$ cat src/hw/rtl/fsrp_slot_ram.sv
// ----------------------------------------------------------------------------
// fsrp_slot_ram
// Slot store: one write port, one read port, registered read data.
// ----------------------------------------------------------------------------
module fsrp_slot_ram #(
  parameter int DEPTH = 2,
  parameter int WIDTH = 8,
  localparam int AW = $clog2(DEPTH)
) (
  input  logic             clk,
  input  logic             we,
  input  logic [AW-1:0]    waddr,
  input  logic [WIDTH-1:0] wdata,
  input  logic [AW-1:0]    raddr,
  output logic [WIDTH-1:0] rdata
);

  logic [WIDTH-1:0] mem [DEPTH];

  always_ff @(posedge clk) begin
    if (we) begin
      mem[waddr] <= wdata;
    end
    rdata <= mem[raddr];
  end

endmodule

$ cat config.mk
export PLATFORM = sky130hd
export DESIGN_NAME = fsrp_slot_ram
export DESIGN_NICKNAME = d
export VERILOG_FILES = /design/src/hw/rtl/fsrp_slot_ram.sv
export SDC_FILE = /design/constraint.sdc
export NUM_CORES = 1
export LEC_CHECK = 0
export BUFFER_PORTS_ARGS = -buffer_cell sky130_fd_sc_hd__buf_2
export CAP_MARGIN = 20
export CORE_AREA = 5 5 48 50
export DETAILED_ROUTE_END_ITERATION = 6
export DIE_AREA = 0 0 53 55
export PLACE_DENSITY = 0.68
export SLEW_MARGIN = 30
export SYNTH_ARGS = -nofsm -noshare
export SYNTH_HDL_FRONTEND = slang
export SYNTH_SLANG_ARGS = --single-unit
$ cat constraint.sdc
create_clock -name clk -period 0.87 [get_ports clk]
set_input_delay 0 -clock clk [delete_from_list [all_inputs] [get_ports clk]]
set_output_delay 0 -clock clk [all_outputs]
set_load 0.01 [all_outputs]
==> summary.md <==
| Metric | Value |
|---|---|
| Max Clock Skew | around 0.0040 ns |
| Sequential cell area | between 600 and 700 sq um |
| Setup TNS | 0 ns |
| Commonest non-fill, non-tap cell in the layout | buf_2 |
| Final Hold Viols | 0 |
| Leak pwr | ~0.00042 uW |
| Design Area, Final | just over 1000 sq um |
| Buffers on Ports | 19 |
| Synth warnings | 0 |
| GR Util All Layers | 8.94% |
| Final Cycle Share | around nine tenths |
| Worst Max-Slew Pin Slew | 0.367 ns |
| Post-synthesis sequential area ratio | approximately four fifths |
| Final setup fails | 0 |
| WL/cell | 11.9 um |
| Post-DRT Antenna Nets | 0 |
| Final WL | approximately 1100 um |
| Critical Path Start Type | register |
| Drt via density | between 4 and 5 |
| Initial antenna violation count | 0 |
| Layout cells sized above 1 | a little under half |
| Critical Path RT | approximately 1.1 ns |
| Clock transition at path regs | around 0.12 ns |
| Largest net degree at the start of global routing | 14 |
| # resized after CTS | 0 |
| Area growth from synthesis to layout | 29.5% |
| Tmin final | just under 0.8 ns |
| Total grt overflow | 0 |
| Synthesized area | approximately 780 sq um |
| Drt first pass iters | 2 |
| H-Tree Depth | 1 |
| Syn_area_per_cell | around 22 sq um |
| Clk sinks | 24 |
| Critical path cell sequence | mux2_4 |
| WP buf/inv | 0 |
| Antenna diode count | 0 |
| Crit-path max FO | 1 |
| Max-slew headroom | between 70% and 80% |
| Crit-path max cell delay | 0.40 ns |
| Power per cell area | 1950 nW/um^2 |
| CTS tree | yes |
| Slowest cell on the critical path | edfxtp_1 |
| DP Worst Slack | 0.0736 ns |
| Setup crit end kind | register |
| Gpl congestion | ~0.64 |
| Starting DRC count in detailed routing | 4 |
| FILL cells | 152 |
| First-pass GRT wire length | approximately 1700 um |
| Most frequent cells in the layout | 19 x buf_2, 16 x edfxtp_1, 8 x mux2_4, 8 x dlygate4sd3_1, 8 x dfxtp_1 |
| Total I/O pin count | 20 |
| Post-CTS Hold Fix Bufs | 8 |
| Setup WS post-layout | 0.101 ns |
| CTS max path bufs | 2 |
| Rows | 16 |
| Core Area | 1860 sq um |
| Die Height | ~55 um |
| Worst-Skew Late Latency | 0.30 ns |
| Synthesized flop and latch total | 24 |
| Starting Density | about 42% |
| Power consumption | about 2000 uW |
| Dpl cell area | ~900 sq um |
| Placed Cells incl. Taps | 81 |
| Status | finished, final reports clean |
| Netlist cell types | 6 |
| Root Buffer | clkbuf_4 |
| Final Slew Violations | 0 |
| Fmax | approximately 1300 MHz |
| Worst setup path class | reg -> reg |
| Post-CTS setup buffers | 0 |
| Net count after synthesis | 47 |
| # DRC | 0 |
| Num CTS Buffers | 3 |
| Vias in the first global route | around 370 |
| Min-Delay Path Class | in -> reg |
| Fin cells | 93 |
| Maximum vdd drop | 0.00106 V |
| RSZ-0062 raised after global routing | false |
| DR vias | about 380 |
| Cell family with most CP delay | flip-flops |
| Fin nets | 79 |
| Die W | approximately 53 um |
| Max-cap violations | 0 |
| Cells after synthesis | 35 |
| Multi-input logic area | between 100 and 150 sq um |
| Arr. time, crit path | 0.97 ns |
| Die ar. | between 2000 and 3000 sq um |
-- layout make-up --
cell class,count,area share (%)
clock inverter,1,0.369
timing repair buffer,28,18.0
clock buffer,3,2.22
multi-input combinational,10,13.1
sequential,24,63.1
tap,27,3.33
-- logic make-up (layout without fill, tap and decap cells) --
kind of cell / count (synthesis) / after routing / synth area share [%]
buffers and inverters: 1 / 32 / 1.44
flip-flops: 24 / 24 / 81.7
AND/OR/NAND/NOR: 2 / 2 / 1.60
multiplexers: 8 / 8 / 15.3
-- power by group --
group | switching [uW] | leakage, uW | internal, uW
Clock | 299 | 0.0000154 | 167
Sequential | 20.3 | 0.000218 | 1310
Combinational | 75.1 | 0.000184 | 117
Total | 394 | 0.000417 | 1590
-- state kept, by name, summed over array words and instances, names as in the netlist --
register  cells
mem          16
rdata         8
-- worst paths after layout --
kind,from,to,slack (ns),cells after the start
setup reg to reg,mem[0][2]$_DFFE_PP_,rdata[2]$_DFF_P_,0.10,1
hold reg to reg,mem[1][6]$_DFFE_PP_,rdata[6]$_DFF_P_,0.49,1
hold / removal,raddr,rdata[4]$_DFF_P_,0.12,2
setup / recovery,mem[0][2]$_DFFE_PP_,rdata[2]$_DFF_P_,0.10,1
-- synth_stat cells --
cell type / n / area (sq um)
dfxtp_1: 8 / 160
and2_1: 1 / 6.26
nor2b_1: 1 / 6.26
mux2_4: 8 / 120
buf_6: 1 / 11.3
edfxtp_1: 16 / 480
-- layer usage --
layer	up-vias	wire, um	GRT usage, %
met5	-	0	0
li1	189	-	-
met1	178	405	8.92
met4	0	35	8.94
met3	2	54	1.88
met2	12	612	15.3
-- through the flow --
stage,util [%],hold slack [ns]
floorplan,-,0.0989
global route,54.6,0.107
finish,54.6,0.121
detailed placement,48.9,0.192
CTS,54.6,0.121
global placement,48.9,0.191
Note: power is estimated with default switching activity, not from simulation.
